<file path="src/rtl/core/rlgr_pkg.sv">
`default_nettype none

package rlgr_pkg;

   localparam int ValueBits = 16;
   localparam int ParamBits = 4;
   localparam int AccBits   = 6;
   localparam int CountBits = 16;
   localparam int RunBits   = 15;
   localparam int RemBits   = 15;
   localparam int CsrBits   = 6;
   localparam int IndexBits = 3;

   localparam logic [ParamBits-1:0] MaxParam = 4'd15;
   localparam logic [AccBits-1:0]   AccMax   = 6'd63;

   typedef enum logic [1:0] {
      CODE_RUN     = 2'd0,
      CODE_RICE    = 2'd1,
      CODE_PARTIAL = 2'd2
   } code_kind_type;

   typedef enum logic [IndexBits-1:0] {
      REG_UP_NO_RUN     = 3'd0,
      REG_DOWN_NO_RUN   = 3'd1,
      REG_UP_RUN        = 3'd2,
      REG_DOWN_RUN      = 3'd3,
      REG_SCALE_SHIFT   = 3'd4,
      REG_RUN_ACC_INIT  = 3'd5,
      REG_RICE_ACC_INIT = 3'd6
   } reg_index_type;

endpackage

`default_nettype wire

</file>
<file path="src/rtl/core/rlgr_req_if.sv">
`default_nettype none

interface rlgr_req_if;
   logic                            valid;
   logic                            ready;
   logic [rlgr_pkg::ValueBits-1:0]  value;
   logic                            last;

   modport source (output valid, output value, output last, input ready);
   modport sink   (input valid, input value, input last, output ready);
endinterface

`default_nettype wire

</file>
<file path="src/rtl/core/rlgr_rsp_if.sv">
`default_nettype none

interface rlgr_rsp_if;
   logic                            valid;
   logic                            ready;
   rlgr_pkg::code_kind_type         code_kind;
   logic [rlgr_pkg::RunBits-1:0]    run_count;
   logic [rlgr_pkg::ParamBits-1:0]  run_count_bits;
   logic [rlgr_pkg::ValueBits-1:0]  unary_len;
   logic [rlgr_pkg::RemBits-1:0]    remainder;
   logic [rlgr_pkg::ParamBits-1:0]  remainder_bits;

   modport source (output valid, output code_kind, output run_count, output run_count_bits,
                   output unary_len, output remainder, output remainder_bits, input ready);
   modport sink   (input valid, input code_kind, input run_count, input run_count_bits,
                   input unary_len, input remainder, input remainder_bits, output ready);
endinterface

`default_nettype wire

</file>
<file path="src/rtl/core/rlgr_adaptive_encoder.sv">
// Adaptive run-length Golomb-Rice encoder. Takes one value per cycle and gives at most
// one code token per value. A value passes the input register, then the result register,
// before its token is valid. A token waiting at the output holds the value in the input
// register, so the input stalls once that register is full. Sustained rate is one item per
// clock while the output is not stalled; the accumulators, run parameter and zero count update
// with each item. A zero that does not finish a run gives no token; an item with last set
// flushes a pending run, loads the accumulators from the init registers and clears the run
// parameter and zero count. Write the configuration registers only while the block is idle.
`default_nettype none

module rlgr_adaptive_encoder (
   input  wire logic                             clock,
   input  wire logic                             reset,
   rlgr_req_if.sink                              req_ch,
   rlgr_rsp_if.source                            rsp_ch,
   input  wire logic                             csr_we,
   input  wire logic [rlgr_pkg::IndexBits-1:0]   csr_index,
   input  wire logic [rlgr_pkg::CsrBits-1:0]     csr_wdata
);

   localparam int VB = rlgr_pkg::ValueBits;
   localparam int PB = rlgr_pkg::ParamBits;
   localparam int AB = rlgr_pkg::AccBits;
   localparam int CB = rlgr_pkg::CountBits;

   function automatic logic [PB-1:0] scaled(input logic [AB-1:0] acc, input logic [1:0] sh);
      logic [AB-1:0] v;
      v = acc >> sh;
      return (v > AB'(rlgr_pkg::MaxParam)) ? rlgr_pkg::MaxParam : v[PB-1:0];
   endfunction

   function automatic logic [AB-1:0] acc_add(input logic [AB-1:0] a, input logic [VB:0] d);
      logic [VB+1:0] s;
      s = (VB+2)'(a) + (VB+2)'(d);
      return (s > (VB+2)'(rlgr_pkg::AccMax)) ? rlgr_pkg::AccMax : s[AB-1:0];
   endfunction

   function automatic logic [AB-1:0] acc_sub(input logic [AB-1:0] a, input logic [AB-1:0] d);
      return (a > d) ? a - d : '0;
   endfunction

   // configuration
   logic [3:0]    up_no_run_ff, down_no_run_ff, up_run_ff, down_run_ff;
   logic [1:0]    scale_shift_ff;
   logic [AB-1:0] run_acc_init_ff, rice_acc_init_ff;

   always_ff @(posedge clock) begin
      if (reset) begin
         up_no_run_ff     <= 4'd3;
         down_no_run_ff   <= 4'd1;
         up_run_ff        <= 4'd2;
         down_run_ff      <= 4'd1;
         scale_shift_ff   <= 2'd2;
         run_acc_init_ff  <= 6'd16;
         rice_acc_init_ff <= 6'd16;
      end else if (csr_we) begin
         unique case (csr_index)
            rlgr_pkg::REG_UP_NO_RUN:     up_no_run_ff     <= csr_wdata[3:0];
            rlgr_pkg::REG_DOWN_NO_RUN:   down_no_run_ff   <= csr_wdata[3:0];
            rlgr_pkg::REG_UP_RUN:        up_run_ff        <= csr_wdata[3:0];
            rlgr_pkg::REG_DOWN_RUN:      down_run_ff      <= csr_wdata[3:0];
            rlgr_pkg::REG_SCALE_SHIFT:   scale_shift_ff   <= csr_wdata[1:0];
            rlgr_pkg::REG_RUN_ACC_INIT:  run_acc_init_ff  <= csr_wdata;
            rlgr_pkg::REG_RICE_ACC_INIT: rice_acc_init_ff <= csr_wdata;
            default: ;
         endcase
      end
   end

   // input register
   logic          in_valid_ff, in_valid_in;
   logic [VB-1:0] in_value_ff;
   logic          in_last_ff;
   logic          out_valid_ff, out_valid_in;
   logic          advance;
   logic          req_accept;

   assign advance      = in_valid_ff && (!out_valid_ff || rsp_ch.ready);
   assign req_ch.ready = !in_valid_ff || advance;
   assign req_accept   = req_ch.valid && req_ch.ready;

   always_comb begin
      if (req_accept) in_valid_in = 1'b1;
      else if (advance) in_valid_in = 1'b0;
      else in_valid_in = in_valid_ff;
   end

   always_ff @(posedge clock) begin
      if (reset) begin
         in_valid_ff <= 1'b0;
      end else begin
         in_valid_ff <= in_valid_in;
      end
      if (req_accept) begin
         in_value_ff <= req_ch.value;
         in_last_ff  <= req_ch.last;
      end
   end

   // coding state
   logic [AB-1:0] run_acc_ff, run_acc_in, rice_acc_ff, rice_acc_in;
   logic [PB-1:0] run_param_ff, run_param_in;
   logic [CB-1:0] zero_count_ff, zero_count_in;

   logic          value_zero;
   logic [VB-1:0] rice_value;
   logic [PB-1:0] kr;
   logic [VB-1:0] quotient;
   logic [VB-1:0] rem_full;
   logic [AB-1:0] rice_acc_adapt;
   logic [CB:0]   zero_inc;
   logic          run_done;
   logic [AB-1:0] run_acc_upd;
   logic          run_upd;
   logic          produce;
   rlgr_pkg::code_kind_type kind;

   assign value_zero = (in_value_ff == '0);
   assign rice_value = (run_param_ff == '0) ? in_value_ff : in_value_ff - VB'(1);
   assign kr         = scaled(rice_acc_ff, scale_shift_ff);
   assign quotient   = rice_value >> kr;
   assign rem_full   = rice_value & ((VB'(1) << kr) - VB'(1));
   assign zero_inc   = (CB+1)'(zero_count_ff) + (CB+1)'(1);
   assign run_done   = (zero_inc >= ((CB+1)'(1) << run_param_ff)) || in_last_ff;

   always_comb begin
      if (quotient == '0) rice_acc_adapt = acc_sub(rice_acc_ff, AB'(2));
      else if (quotient == VB'(1)) rice_acc_adapt = rice_acc_ff;
      else rice_acc_adapt = acc_add(rice_acc_ff, (VB+1)'(quotient) + (VB+1)'(1));
   end

   always_comb begin
      run_acc_upd   = run_acc_ff;
      run_upd       = 1'b0;
      rice_acc_in   = rice_acc_ff;
      zero_count_in = zero_count_ff;
      produce       = 1'b1;
      kind          = rlgr_pkg::CODE_RICE;
      if (run_param_ff == '0) begin
         rice_acc_in = rice_acc_adapt;
         run_upd     = 1'b1;
         run_acc_upd = value_zero ? acc_add(run_acc_ff, (VB+1)'(up_no_run_ff))
                                  : acc_sub(run_acc_ff, AB'(down_no_run_ff));
      end else if (value_zero) begin
         kind = rlgr_pkg::CODE_RUN;
         if (run_done) begin
            zero_count_in = '0;
            run_upd       = 1'b1;
            run_acc_upd   = acc_add(run_acc_ff, (VB+1)'(up_run_ff));
         end else begin
            zero_count_in = zero_inc[CB-1:0];
            produce       = 1'b0;
         end
      end else begin
         kind          = rlgr_pkg::CODE_PARTIAL;
         rice_acc_in   = rice_acc_adapt;
         zero_count_in = '0;
         run_upd       = 1'b1;
         run_acc_upd   = acc_sub(run_acc_ff, AB'(down_run_ff));
      end
      run_acc_in   = run_acc_upd;
      run_param_in = run_upd ? scaled(run_acc_upd, scale_shift_ff) : run_param_ff;
      if (in_last_ff) begin
         run_acc_in    = run_acc_init_ff;
         rice_acc_in   = rice_acc_init_ff;
         run_param_in  = '0;
         zero_count_in = '0;
      end
   end

   always_ff @(posedge clock) begin
      if (reset) begin
         run_acc_ff    <= 6'd16;
         rice_acc_ff   <= 6'd16;
         run_param_ff  <= '0;
         zero_count_ff <= '0;
      end else if (advance) begin
         run_acc_ff    <= run_acc_in;
         rice_acc_ff   <= rice_acc_in;
         run_param_ff  <= run_param_in;
         zero_count_ff <= zero_count_in;
      end
   end

   // result register
   rlgr_pkg::code_kind_type          code_kind_ff;
   logic [rlgr_pkg::RunBits-1:0]     run_count_ff;
   logic [PB-1:0]                    run_count_bits_ff;
   logic [VB-1:0]                    unary_len_ff;
   logic [rlgr_pkg::RemBits-1:0]     remainder_ff;
   logic [PB-1:0]                    remainder_bits_ff;

   always_comb begin
      if (advance) out_valid_in = produce;
      else if (rsp_ch.ready) out_valid_in = 1'b0;
      else out_valid_in = out_valid_ff;
   end

   always_ff @(posedge clock) begin
      if (reset) begin
         out_valid_ff <= 1'b0;
      end else begin
         out_valid_ff <= out_valid_in;
      end
      if (advance && produce) begin
         code_kind_ff      <= kind;
         run_count_ff      <= '0;
         run_count_bits_ff <= '0;
         unary_len_ff      <= '0;
         remainder_ff      <= '0;
         remainder_bits_ff <= '0;
         if (kind != rlgr_pkg::CODE_RUN) begin
            unary_len_ff      <= quotient;
            remainder_ff      <= rem_full[rlgr_pkg::RemBits-1:0];
            remainder_bits_ff <= kr;
         end
         if (kind == rlgr_pkg::CODE_PARTIAL) begin
            run_count_ff      <= zero_count_ff[rlgr_pkg::RunBits-1:0];
            run_count_bits_ff <= run_param_ff;
         end
      end
   end

   assign rsp_ch.valid          = out_valid_ff;
   assign rsp_ch.code_kind      = code_kind_ff;
   assign rsp_ch.run_count      = run_count_ff;
   assign rsp_ch.run_count_bits = run_count_bits_ff;
   assign rsp_ch.unary_len      = unary_len_ff;
   assign rsp_ch.remainder      = remainder_ff;
   assign rsp_ch.remainder_bits = remainder_bits_ff;

   // checks
   a_no_count_in_rice_mode: assert property (@(posedge clock) disable iff (reset)
      run_param_ff == '0 |-> zero_count_ff == '0)
      else $error("zero count pending while run parameter is zero");

   a_last_restarts: assert property (@(posedge clock) disable iff (reset)
      advance && in_last_ff |=> run_param_ff == '0 && zero_count_ff == '0)
      else $error("state not restarted after last item");

   a_run_token_empty: assert property (@(posedge clock) disable iff (reset)
      out_valid_ff && code_kind_ff == rlgr_pkg::CODE_RUN |->
         unary_len_ff == '0 && remainder_bits_ff == '0 && run_count_bits_ff == '0)
      else $error("complete-run token carries fields");

   a_rice_token_no_run: assert property (@(posedge clock) disable iff (reset)
      out_valid_ff && code_kind_ff == rlgr_pkg::CODE_RICE |->
         run_count_ff == '0 && run_count_bits_ff == '0)
      else $error("plain Rice token carries a run count");

endmodule

`default_nettype wire
</file>
<file path="src/flat_wrapper.sv">
// flat-port wrapper written by rule: the top's interface ports become plain ports
module rlgr_adaptive_encoder_flat 
  (clock, reset, csr_we, csr_index, csr_wdata, req_ch_valid, req_ch_value, req_ch_last, req_ch_ready, rsp_ch_valid, rsp_ch_code_kind, rsp_ch_run_count, rsp_ch_run_count_bits, rsp_ch_unary_len, rsp_ch_remainder, rsp_ch_remainder_bits, rsp_ch_ready);
  rlgr_req_if req_ch_i ();
  rlgr_rsp_if rsp_ch_i ();
  input  wire logic clock;
  input  wire logic reset;
  input  wire logic csr_we;
  input  wire logic [rlgr_pkg::IndexBits-1:0] csr_index;
  input  wire logic [rlgr_pkg::CsrBits-1:0] csr_wdata;
  input wire logic [$bits(req_ch_i.valid)-1:0] req_ch_valid;
  input wire logic [$bits(req_ch_i.value)-1:0] req_ch_value;
  input wire logic [$bits(req_ch_i.last)-1:0] req_ch_last;
  output wire logic [$bits(req_ch_i.ready)-1:0] req_ch_ready;
  output wire logic [$bits(rsp_ch_i.valid)-1:0] rsp_ch_valid;
  output wire logic [$bits(rsp_ch_i.code_kind)-1:0] rsp_ch_code_kind;
  output wire logic [$bits(rsp_ch_i.run_count)-1:0] rsp_ch_run_count;
  output wire logic [$bits(rsp_ch_i.run_count_bits)-1:0] rsp_ch_run_count_bits;
  output wire logic [$bits(rsp_ch_i.unary_len)-1:0] rsp_ch_unary_len;
  output wire logic [$bits(rsp_ch_i.remainder)-1:0] rsp_ch_remainder;
  output wire logic [$bits(rsp_ch_i.remainder_bits)-1:0] rsp_ch_remainder_bits;
  input wire logic [$bits(rsp_ch_i.ready)-1:0] rsp_ch_ready;
  assign req_ch_i.valid = req_ch_valid;
  assign req_ch_i.value = req_ch_value;
  assign req_ch_i.last = req_ch_last;
  assign req_ch_ready = req_ch_i.ready;
  assign rsp_ch_valid = rsp_ch_i.valid;
  assign rsp_ch_code_kind = rsp_ch_i.code_kind;
  assign rsp_ch_run_count = rsp_ch_i.run_count;
  assign rsp_ch_run_count_bits = rsp_ch_i.run_count_bits;
  assign rsp_ch_unary_len = rsp_ch_i.unary_len;
  assign rsp_ch_remainder = rsp_ch_i.remainder;
  assign rsp_ch_remainder_bits = rsp_ch_i.remainder_bits;
  assign rsp_ch_i.ready = rsp_ch_ready;
  rlgr_adaptive_encoder u_core (.clock(clock), .reset(reset), .req_ch(req_ch_i), .rsp_ch(rsp_ch_i), .csr_we(csr_we), .csr_index(csr_index), .csr_wdata(csr_wdata));
endmodule
</file>
<file path="config.mk">
export PLATFORM = sky130hd
export DESIGN_NAME = rlgr_adaptive_encoder_flat
export DESIGN_NICKNAME = d
export VERILOG_FILES = /design/src/rtl/core/rlgr_pkg.sv /design/src/rtl/core/rlgr_req_if.sv /design/src/rtl/core/rlgr_rsp_if.sv /design/src/rtl/core/rlgr_adaptive_encoder.sv /design/src/flat_wrapper.sv
export SDC_FILE = /design/constraint.sdc
export NUM_CORES = 1
export LEC_CHECK = 0
export ABC_CLOCK_PERIOD_IN_PS = 6600
export BUFFER_PORTS_ARGS = -buffer_cell sky130_fd_sc_hd__buf_2
export CAP_MARGIN = 20
export CORE_ASPECT_RATIO = 1.4
export CORE_UTILIZATION = 37
export CTS_BUF_LIST = sky130_fd_sc_hd__clkbuf_2
export DETAILED_ROUTE_END_ITERATION = 16
export GPL_TIMING_DRIVEN = 0
export SYNTH_ARGS = -nofsm -noshare
export SYNTH_HDL_FRONTEND = slang
export SYNTH_SLANG_ARGS = --single-unit
</file>
<file path="constraint.sdc">
create_clock -name clock -period 6.6 [get_ports clock]
set_clock_uncertainty 0.15 [all_clocks]
set_input_delay 0.66 -clock clock [delete_from_list [all_inputs] [get_ports clock]]
set_output_delay 0.66 -clock clock [all_outputs]
set_load 0.005 [all_outputs]
</file>
==> results of run 1 <==
[how the worst max path moves through the flow]
stage | depth (start not counted) | start | slack (ns) | end
final | 21 | u_core.in_value_ff[2] | 0.30 | u_core.rice_acc_ff[1]
after global routing | 21 | u_core.in_value_ff[2] | 0.05 | u_core.rice_acc_ff[1]
after CTS | 23 | u_core.rice_acc_ff[3] | 0.04 | u_core.rice_acc_ff[1]
after detailed placement | 23 | u_core.rice_acc_ff[5] | -0.23 | u_core.rice_acc_ff[1]
after global placement | 17 | u_core.run_param_ff[0] | -0.73 | u_core.run_param_ff[0]
after floorplan | 22 | u_core.in_value_ff[2] | 0.99 | u_core.rice_acc_ff[1]
[metrics by stage]
stage          hold slack [ns]  worst slack, ns
2_1_floorplan            0.286            0.987
3_3_place_gp             0.304           -0.726
3_5_place_dp             0.311           -0.233
4_1_cts                 0.0219           0.0380
5_1_grt                 0.0224           0.0494
6_report                0.0641            0.305
[registers in the layout, indices dropped and copies added (netlist names)]
name,flops
u_core.in_value_ff,16
u_core.rsp_ch.unary_len,16
u_core.zero_count_ff,16
u_core.rsp_ch.remainder,15
u_core.rsp_ch.run_count,15
u_core.rice_acc_ff,6
u_core.rice_acc_init_ff,6
u_core.run_acc_ff,6
u_core.run_acc_init_ff,6
u_core.down_no_run_ff,4
u_core.down_run_ff,4
u_core.rsp_ch.remainder_bits,4
u_core.rsp_ch.run_count_bits,4
u_core.run_param_ff,4
u_core.up_no_run_ff,4
u_core.up_run_ff,4
u_core.rsp_ch.code_kind,2
u_core.scale_shift_ff,2
u_core.in_last_ff,1
u_core.in_valid_ff,1
u_core.rsp_ch.valid,1
[cell usage in the layout (no fill, tap or decap), types with 19 or more instances in the layout]
cell,count
ha_1,43
nand3_1,27
nor3_1,44
buf_2,92
nor4_1,20
a21oi_1,54
nand2_1,88
nor2_1,108
clkbuf_1,42
o21ai_0,53
inv_1,35
xor2_1,19
edfxtp_1,73
clkbuf_2,22
and3_1,20
mux2i_1,38
dfxtp_1,64
dlygate4sd3_1,23
[timing repair]
action	CTS	global route
resized for setup	6	18
endpoints found under the setup margin	6	6
hold buffers	23	0
pin swaps	0	1
endpoints found under the hold margin	24	0
setup buffers	0	1
[area by class of cell]
cell class                      count  area, sq um  area share, %
Multi-Input combinational cell    839         5700           52.3
Tap cell                          319          399           3.66
Clock inverter                     15          154           1.41
Clock buffer                       17         85.1          0.780
Antenna cell                        1         2.50         0.0229
Buffer                             60          245           2.25
Timing Repair Buffer              114          707           6.48
Inverter                           37          139           1.27
Sequential cell                   137         3470           31.8
[metal layers]
metal  up-vias  GRT usage, %  wire length, um
li1       4323             -                -
met1      4353          25.7            11700
met2       303          46.5            17100
met3       106          3.16             1080
met4         0          15.8             1880
met5         -             0                0
[cell families (layout without fill, tap and decap cells)]
kind of cell,Yosys count,after routing,synth area share [%]
simple gates,416,416,22.2
compound gates,295,295,21.9
flops,137,137,36.6
buf+inv,101,243,4.13
mux,41,41,4.60
xor+xnor,39,39,3.80
other cells,0,1,0
fa+ha+maj,48,48,6.73
[where the power goes]
group,switching (mW),internal [mW]
clock,0.380,0.152
sequential,0.0286,0.948
combinational,0.440,0.253
[worst register-to-register path, delay by kind of cell (launching register included)]
| kind | cells | cell delay, ns |
|---|---|---|
| adders and majority gates | 2 | 0.69 |
| AOI/OAI and AO/OA | 7 | 1.73 |
| DFF | 1 | 0.51 |
| xor gates and xnor gates | 1 | 0.22 |
| and+or+nand+nor | 10 | 2.77 |
| buffers and inverters | 1 | 0.16 |
[cells in the mapped netlist (6+ instances only)]
cell / n
nand3_1: 27
and3_1: 20
a22oi_1: 15
mux2i_1: 38
a31oi_1: 14
nor3_1: 44
nor2_1: 110
nor4_1: 22
or3_1: 7
o21a_1: 14
or4_1: 8
dfxtp_1: 64
ha_1: 43
xnor2_1: 18
and2_1: 17
nand2b_1: 13
o31ai_1: 10
o21ai_0: 53
nand2_1: 89
clkbuf_1: 48
nand4_1: 12
a21oi_1: 54
inv_1: 36
nor2b_1: 14
a21o_1: 14
o22ai_1: 7
a211o_1: 6
edfxtp_1: 73
xor2_1: 20
buf_1: 11
o211ai_1: 13
a211oi_1: 17
==> reports/results.ini, run 1 <==
[run]
maxCapViolCount = 0

[layout]
drive_gt1_share_pct = 14.1
layoutNonFillerInstCount = 1539
stdcell_area_sq_um = 10900
num-nets-final = 1285
fin_util_pct = 43.1
area_growth_pct = 15.0
fill_cells = 2525

[timing]
fmax_ghz = 0.159
min_period_ns = 6.30
finalSetupViolCount = 0
finalCritPeriodShare_pct = 95.4
worst_pin_slew_ns = 1.16
finalSetupTns_ns = 0
rsz0062_at_grt = false
drv_slew = 0
hold_viol = 0
max-slew-margin-rel_pct = 22.2

[die]
die_y_um = 191
core_area_sq_um = 25300
fp.dieW_um = 137
placementRows = 69
start_util_pct = 37.5
pin_count = 89
dieArea_sq_um = 26300

[global_routing]
grt_max_degree = 37
grt_antenna_before_repair = 1
grt_pass1_wl_um = 48700
overflow = 0
grt_util_all_layers_pct = 24.9
grt_pass1_vias = 8888

[synth]
synth.area.top_cells = edfxtp_1 (23%), dfxtp_1 (14%), ha_1 (5.7%), nor2_1 (4.4%), mux2i_1 (4.0%)
synth-seq-cells = 137
ys.flop_type = edfxtp_1
yosysSeqAreaShare_pct = 36.6
netlist_area_sq_um = 9480
synthCells = 1077
synth_top_area_share_pct = 23.1
yosysUniqueCellTypes = 87
synth-edff-count = 73
synth_nets = 1156
synthArstFlopShare_pct = 0
yosysTopAreaCell = edfxtp_1
yosys_warnings = 0
postSynthAreaPerCell_sq_um = 8.80

[min_path]
hold_path.class = in2reg
min-delay-start = csr_wdata[3]
holdPathEnd = u_core.rice_acc_init_ff[3]
hold_depth = 3

[pwr]
irDropWorstVdd_uv = 104
p_leak_nw = 4.23
power_density_nw_per_um2 = 202
power.total_mw = 2.20

[placement]
port_buffers = 85
finalWeightedCongestion = 0.956
dpl-instance-area_sq_um = 10300
dp_hpwl_um = 24500
place_inst = 1485

[worst_setup_path]
cp.buffers_inverters = 1
required_ns = 7.18
rr_worst_depth = 21
startpoint_type = register
crit_chain = or4_4, buf_6, or4_4, xor2_2, nand2_1, a32oi_2, o211a_1, o221a_2, ha_1, fa_1, nor2b_1, o21ai_0, nand2b_1, and2_1, o21a_1, nor2_1, or2_0, or4_1, a211oi_4, nor4b_1, a31oi_1
crit_fanout = 12
worstPathArrival_ns = 6.88
reg2reg_slack_ns = 0.30
slowest_stage = or4_1
crit_family = simple AND/OR/NAND/NOR gates
r2r-start = u_core.in_value_ff[2]
critical_path_class = reg2reg
critPathMaxStageDelay_ns = 0.58
worst_path_most_repeated_cell = or4_4
r2r_end = u_core.rice_acc_ff[1]
end_kind = register

[status]
status = complete, no violations

[cts]
cts-htree-levels = 4
cts.sinks = 137
cts.root.buffer_cell = clkbuf_2
clock_path_buffers = 2
clock_latency_ns = 0.85
tritoncts = yes
path_clk_slew_ns = 0.24
cts_buffers = 17

[routing]
drtIter0Drc = 688
first_pass_iters = 6
vias = 9085
route.detailed.drc = 0
post_drt_via_cell_ratio = 5.90
drtAntennaViolNets = 0
drt_wl_total_um = 31700
wl_per_cell_um = 20.6

Power figures use the tool's default switching activity.
==> run 2: changes to the inputs <==
--- a/config.mk
+++ b/config.mk
@@ -12,7 +12,9 @@
 export CORE_UTILIZATION = 37
 export CTS_BUF_LIST = sky130_fd_sc_hd__clkbuf_2
 export DETAILED_ROUTE_END_ITERATION = 16
+export GPL_ROUTABILITY_DRIVEN = 0
 export GPL_TIMING_DRIVEN = 0
+export MAX_ROUTING_LAYER = met4
 export SYNTH_ARGS = -nofsm -noshare
 export SYNTH_HDL_FRONTEND = slang
 export SYNTH_SLANG_ARGS = --single-unit
==> run 2 against run 1 <==
Compared with the run above: wire length decreased by 4.4%; sequential share of layout area increased by 0.22 points; register-to-register slack gained 0.05 ns; via count rose by 0.51%; worst hold slack better by 0.032 ns; sequential power barely moved; first-iteration DRC count up 1.3%; non-clock buffer count rose by 1; global-route usage is 0.76 points lower; setup slack better by 0.049 ns; flip-flop and latch count unchanged; critical path depth rose by 2; largest cell class unchanged.
==> reports/results.ini, run 2 (synthesized netlist as in run 1, its figures left out) <==
[die]
core_area_sq_um = 25300  ; unchanged
pin_count = 89  ; unchanged
dieArea_sq_um = 26300  ; unchanged
start_util_pct = 37.5  ; unchanged
die_y_um = 191  ; unchanged
placementRows = 69  ; unchanged
fp.dieW_um = 137  ; unchanged

[timing]
worst_pin_slew_ns = 1.09  ; was 1.16 ns
fmax_ghz = 0.160  ; was 0.159 GHz
drv_slew = 0  ; unchanged
rsz0062_at_grt = false  ; unchanged
finalSetupTns_ns = 0  ; unchanged
hold_viol = 0  ; unchanged
min_period_ns = 6.25  ; was 6.30 ns
finalSetupViolCount = 0  ; unchanged
max-slew-margin-rel_pct = 27.1  ; was 22.2%
finalCritPeriodShare_pct = 94.6  ; was 95.4%

[placement]
dpl-instance-area_sq_um = 10300  ; about the same
port_buffers = 85  ; unchanged
dp_hpwl_um = 23200  ; was 24500 um

[global_routing]
grt_util_all_layers_pct = 24.2  ; was 24.9%
grt_max_degree = 46  ; was 37
grt_pass1_vias = 8683  ; was 8888
grt.met2_usage_pct = 44.0  ; was 46.5%
use_met3_pct = 3.55  ; was 3.16%
busiest_layer = met2  ; unchanged
gr-usage-met1_pct = 23.7  ; was 25.7%
grt_pass1_wl_um = 46300  ; was 48700 um
grt_antenna_before_repair = 1  ; unchanged
overflow = 0  ; unchanged

[layout]
num-nets-final = 1286  ; was 1285
fill_cells = 2546  ; was 2525
final_common_cell = nor2_1  ; unchanged
area_growth_pct = 14.2  ; was 15.0%
register_area_sq_um = 3470  ; unchanged
multi_input_area_sq_um = 5660  ; was 5700 sq um
final_cell_mix = nor2_1 (109), buf_2 (90), nand2_1 (89), edfxtp_1 (73), dfxtp_1 (64)  ; was nor2_1 (108), buf_2 (92), nand2_1 (88), edfxtp_1 (73), dfxtp_1 (64)
stdcell_area_sq_um = 10800  ; was 10900 sq um
drive_gt1_share_pct = 13.6  ; was 14.1%

[pwr]
p_leak_nw = 4.19  ; was 4.23 nW
irDropWorstVdd_uv = 104  ; about the same
power_density_nw_per_um2 = 197  ; was 202 nW/um^2
power.total_mw = 2.14  ; was 2.20 mW

[routing]
drtAntennaViolNets = 0  ; unchanged
drt_wl_total_um = 30300  ; was 31700 um
wl_per_cell_um = 19.7  ; was 20.6 um
post_drt_via_cell_ratio = 5.93  ; was 5.90
route.detailed.drc = 0  ; unchanged
drtIter0Drc = 697  ; was 688
vias = 9131  ; was 9085
first_pass_iters = 7  ; was 6

[worst_setup_path]
r2r-start = u_core.in_value_ff[1]  ; was u_core.in_value_ff[2]
worst_path_most_repeated_cell = ha_1  ; was or4_4
crit_chain = inv_1, ha_1, o41ai_2, buf_4, or4_4, xor2_1, nand2_1, a32oi_1, o211a_1, o221a_2, ha_1, fa_1, nor2b_1, o21ai_0, nand2b_1, and2_1, o21a_1, nor2_1, or2_0, or4_1, a211oi_4, nor4b_1, a31oi_1  ; was or4_4, buf_6, or4_4, xor2_2, nand2_1, a32oi_2, o211a_1, o221a_2, ha_1, fa_1, nor2b_1, o21ai_0, nand2b_1, and2_1, o21a_1, nor2_1, or2_0, or4_1, a211oi_4, nor4b_1, a31oi_1
cp.buffers_inverters = 2  ; was 1
critical_path_class = reg2reg  ; unchanged
end_kind = register  ; unchanged
required_ns = 7.14  ; was 7.18 ns
slowest_stage = or4_1  ; unchanged
startpoint_type = register  ; unchanged
crit_family = simple AND/OR/NAND/NOR gates  ; unchanged
worstPathArrival_ns = 6.79  ; was 6.88 ns
crit_fanout = 12  ; unchanged
startpoint = u_core.in_value_ff[1]  ; was u_core.in_value_ff[2]
critPathMaxStageDelay_ns = 0.58  ; about the same

[cts]
clock_latency_ns = 0.80  ; was 0.85 ns
clock_path_buffers = 2  ; unchanged
cts.root.buffer_cell = clkbuf_2  ; unchanged
cts-htree-levels = 4  ; unchanged
cts.sinks = 137  ; unchanged
tritoncts = yes  ; unchanged
path_clk_slew_ns = 0.23  ; was 0.24 ns
postCtsSetupBuffers = 0  ; unchanged
cts_buffers = 17  ; unchanged

[status]
status = complete, no violations  ; unchanged

[min_path]
hold_path.class = in2reg  ; unchanged
min-delay-start = csr_wdata[3]  ; unchanged

[run]
maxCapViolCount = 0  ; unchanged

-- run 2: cell type report --
type | instances | area share, %
multi-input cells | 839 | 52.3
clock inverters | 14 | 1.17
repair buffers | 113 | 6.39
clock buffers | 17 | 0.786
well taps | 319 | 3.69
inverters | 37 | 1.28
diodes | 1 | 0.0231
flip-flops and latches | 137 | 32.1
plain buffers | 62 | 2.31
-- run 2: worst min-delay path, cell delays in order --
cell     delay (ns)
buf_2          0.17
mux2i_1        0.14
nor2_1         0.05
-- run 2: report_power, final --
part           switching [mW]  internal, mW
clock network           0.347         0.135
logic                   0.428         0.250
registers              0.0277         0.947
-- run 2: timing repair --
item	CTS	global route
gates resized for setup	1	13
endpoints found under the setup margin	3	6
pin swaps	0	0
hold endpoints to repair	23	0
hold buffers	22	0
-- run 2: per-layer routing --
layer | part of all wire (%) | up-vias
li1 | - | 4327
met2 | 53 | 343
met5 | 0 | -
met3 | 4.3 | 138
met1 | 36 | 4323
met4 | 6.7 | 0
-- run 2: path summary, 6_finish.rpt --
kind / endpoint / slack [ns] / cells past startpoint
hold / removal: u_core.run_acc_init_ff[3] / 0.1 / 3
hold reg to reg: u_core.run_acc_ff[0] / 0.35 / 2
setup / recovery: u_core.rice_acc_ff[3] / 0.35 / 23
setup reg to reg: u_core.rice_acc_ff[3] / 0.35 / 23
-- run 2: per-stage QoR --
stage / hold slack [ns] / instances / utilization, % / setup slack, ns
finish: 0.0957 / 1539 / 42.8 / 0.354
global route: 0.0707 / 1539 / 42.8 / 0.0289
CTS: 0.0344 / 1538 / 42.6 / 0.0216
detailed placement: 0.317 / 1485 / 40.9 / -0.0158
global placement: 0.306 / 1481 / 40.7 / -0.790
floorplan: 0.286 / 1077 / - / 0.987
==> run 3: changes to the inputs <==
--- a/config.mk
+++ b/config.mk
@@ -8,6 +8,8 @@
 export ABC_CLOCK_PERIOD_IN_PS = 6600
 export BUFFER_PORTS_ARGS = -buffer_cell sky130_fd_sc_hd__buf_2
 export CAP_MARGIN = 20
+export CELL_PAD_IN_SITES_DETAIL_PLACEMENT = 1
+export CELL_PAD_IN_SITES_GLOBAL_PLACEMENT = 2
 export CORE_ASPECT_RATIO = 1.4
 export CORE_UTILIZATION = 37
 export CTS_BUF_LIST = sky130_fd_sc_hd__clkbuf_2
@@ -15,6 +17,7 @@
 export GPL_ROUTABILITY_DRIVEN = 0
 export GPL_TIMING_DRIVEN = 0
 export MAX_ROUTING_LAYER = met4
+export PLACE_DENSITY_LB_ADDON = 0.1
 export SYNTH_ARGS = -nofsm -noshare
 export SYNTH_HDL_FRONTEND = slang
 export SYNTH_SLANG_ARGS = --single-unit
==> run 3 against run 2 <==
Compared with the run above: sequential power about the same; combinational power increased by 3%; register-to-register slack got worse by 0.08 ns; global-route usage increased by 3.2 points; cell count about the same; via count decreased by 1.3%; wire length increased by 11%; die area unchanged; worst hold slack got worse by 0.0051 ns; critical path depth decreased by 3; clock power increased by 19%; design area increased by 0.86%; critical path type unchanged.
==> reports/results.ini, run 3 (synthesized netlist as in run 1, its figures left out) <==
[global_routing]
grt_util_all_layers_pct = 27.4  ; was 24.2%
grt_max_degree = 35  ; was 46
grt_antenna_before_repair = 1  ; unchanged
overflow = 0  ; unchanged
grt_pass1_vias = 9419  ; was 8683
grt_pass1_wl_um = 52200  ; was 46300 um

[routing]
post_drt_via_cell_ratio = 5.86  ; was 5.93
wl_per_cell_um = 22.0  ; was 19.7 um
drt_wl_total_um = 33800  ; was 30300 um
first_pass_iters = 5  ; was 7
route.detailed.drc = 0  ; unchanged
drtAntennaViolNets = 0  ; unchanged
vias = 9008  ; was 9131
drtIter0Drc = 405  ; was 697

[timing]
finalSetupTns_ns = 0  ; unchanged
worst_pin_slew_ns = 1.04  ; was 1.09 ns
hold_viol = 0  ; unchanged
rsz0062_at_grt = false  ; unchanged
max-slew-margin-rel_pct = 29.5  ; was 27.1%
finalSetupViolCount = 0  ; unchanged
min_period_ns = 6.33  ; was 6.25 ns
fmax_ghz = 0.158  ; was 0.160 GHz
drv_slew = 0  ; unchanged
finalCritPeriodShare_pct = 95.9  ; was 94.6%
fin_hold_ws_ns = 0.0906  ; was 0.0957 ns

[worst_setup_path]
end_kind = register  ; unchanged
r2r_end = u_core.rice_acc_ff[2]  ; was u_core.rice_acc_ff[3]
critPathMaxStageDelay_ns = 0.62  ; was 0.58 ns
r2r-start = u_core.in_value_ff[6]  ; was u_core.in_value_ff[1]
worstPathArrival_ns = 6.86  ; was 6.79 ns
startpoint_type = register  ; unchanged
worst_path_most_repeated_cell = or4_4  ; was ha_1
critical_path_class = reg2reg  ; unchanged
rr_worst_depth = 20  ; was 23
slowest_stage = or4_4  ; was or4_1
crit_chain = or4_4, or4_4, xor2_1, nand2_1, a32oi_1, o211a_1, o221a_4, ha_1, fa_1, nor2b_1, o21ai_0, nand2b_1, and2_1, o21a_1, nor2_1, or2_0, or4_1, a211oi_4, nor4b_1, a31oi_1  ; was inv_1, ha_1, o41ai_2, buf_4, or4_4, xor2_1, nand2_1, a32oi_1, o211a_1, o221a_2, ha_1, fa_1, nor2b_1, o21ai_0, nand2b_1, and2_1, o21a_1, nor2_1, or2_0, or4_1, a211oi_4, nor4b_1, a31oi_1
reg2reg_slack_ns = 0.27  ; was 0.35 ns
crit_fanout = 12  ; unchanged
required_ns = 7.13  ; was 7.14 ns

[pwr]
intPower_mw = 1.42  ; was 1.33 mW
p_comb_share_pct = 31.0  ; was 31.8%
power_density_nw_per_um2 = 205  ; was 197 nW/um^2
seqPwrFrac_pct = 43.4  ; was 45.6%
p_clk_share_pct = 25.5  ; was 22.6%
irDropWorstVdd_uv = 86.9  ; was 104 uV
power.total_mw = 2.24  ; was 2.14 mW
p_leak_nw = 4.23  ; was 4.19 nW
swShare_pct = 36.9  ; was 37.6%
p_sw_uw = 828  ; was 803 uW

[cts]
tritoncts = yes  ; unchanged
cts_buffers = 17  ; unchanged
postCtsSetupBuffers = 0  ; unchanged
cts-htree-levels = 4  ; unchanged
clock_path_buffers = 2  ; unchanged
path_clk_slew_ns = 0.23  ; about the same
cts.root.buffer_cell = clkbuf_2  ; unchanged
cts.sinks = 137  ; unchanged
clock_latency_ns = 0.78  ; was 0.80 ns

[layout]
num-nets-final = 1284  ; was 1286
area_growth_pct = 15.2  ; was 14.2%
final_cell_mix = nor2_1 (108), buf_2 (92), nand2_1 (88), edfxtp_1 (73), dfxtp_1 (64)  ; was nor2_1 (109), buf_2 (90), nand2_1 (89), edfxtp_1 (73), dfxtp_1 (64)
drive_gt1_share_pct = 13.9  ; was 13.6%
final_common_cell = nor2_1  ; unchanged
stdcell_area_sq_um = 10900  ; was 10800 sq um
layoutNonFillerInstCount = 1538  ; was 1539

[placement]
dp_hpwl_um = 26100  ; was 23200 um
dpl-instance-area_sq_um = 10300  ; about the same
port_buffers = 85  ; unchanged
place_inst = 1484  ; was 1485

[min_path]
min-delay-start = csr_wdata[3]  ; unchanged
hold_path.class = in2reg  ; unchanged
hold_depth = 3  ; unchanged
holdPathEnd = u_core.down_no_run_ff[3]  ; was u_core.run_acc_init_ff[3]

[run]
maxCapViolCount = 0  ; unchanged

[die]
core_area_sq_um = 25300  ; unchanged
dieArea_sq_um = 26300  ; unchanged
die_y_um = 191  ; unchanged
placementRows = 69  ; unchanged
start_util_pct = 37.5  ; unchanged
fp.dieW_um = 137  ; unchanged
pin_count = 89  ; unchanged

[status]
status = complete, no violations  ; unchanged

-- run 3: through the flow --
step	util (%)	setup WS [ns]
final	43.2	0.269
after global routing	43.2	0.0256
after CTS	42.9	0.00758
after detailed placement	40.9	-0.316
after global placement	40.7	-0.932
after floorplan	-	0.987
-- run 3: timing repair --
item,4_1_cts,5_1_grt
hold buffers,24,0
setup endpoints to repair,6,6
pin swaps,0,0
resized for setup,7,18
hold endpoints to repair,26,0
-- run 3: cell type report --
cell class / count / area [sq um]
Antenna cell: 1 / 2.50
Buffer: 61 / 248
Clock buffer: 18 / 90.1
Clock inverter: 14 / 171
Fill cell: 3065 / 14400
Inverter: 37 / 139
Multi-Input combinational cell: 839 / 5710
Sequential cell: 137 / 3470
Tap cell: 319 / 399
Timing Repair Buffer: 112 / 694
-- run 3: worst max path at each step --
stage,from,to,depth (start not counted)
after floorplan,u_core.in_value_ff[2],u_core.rice_acc_ff[1],22
after detailed placement,u_core.rice_acc_ff[5],u_core.rice_acc_ff[2],24
after CTS,u_core.in_value_ff[6],u_core.rice_acc_ff[2],21
after global routing,u_core.in_value_ff[6],u_core.rice_acc_ff[2],20
final,u_core.in_value_ff[6],u_core.rice_acc_ff[2],20
after global placement,u_core.run_param_ff[1],u_core.run_param_ff[0],16
-- run 3: power by group through the flow --
stage	registers (mW)	clock network, mW	logic [mW]
2_1_floorplan	0.988	0	0.448
3_3_place_gp	0.993	0	0.661
3_5_place_dp	0.993	0	0.668
4_1_cts	0.975	0.594	0.688
5_1_grt	0.981	0.627	0.760
6_report	0.975	0.573	0.696
-- run 3: worst max-delay path: cells and delay by family (launching register included) --
family          cells  cell delay, ns
compound gates      7            1.72
xor+xnor            1            0.24
fa+ha+maj           2            0.67
flops               1            0.55
simple gates       10            2.89
-- run 3: layer usage --
| layer | GRT usage, % | vias up | share of wire (%) |
|---|---|---|---|
| met5 | - | - | 0 |
| met4 | 13.9 | 0 | 4.3 |
| li1 | - | 4321 | - |
| met1 | 27.8 | 4404 | 38 |
| met3 | 3.47 | 77 | 2.7 |
| met2 | 50.6 | 206 | 55 |
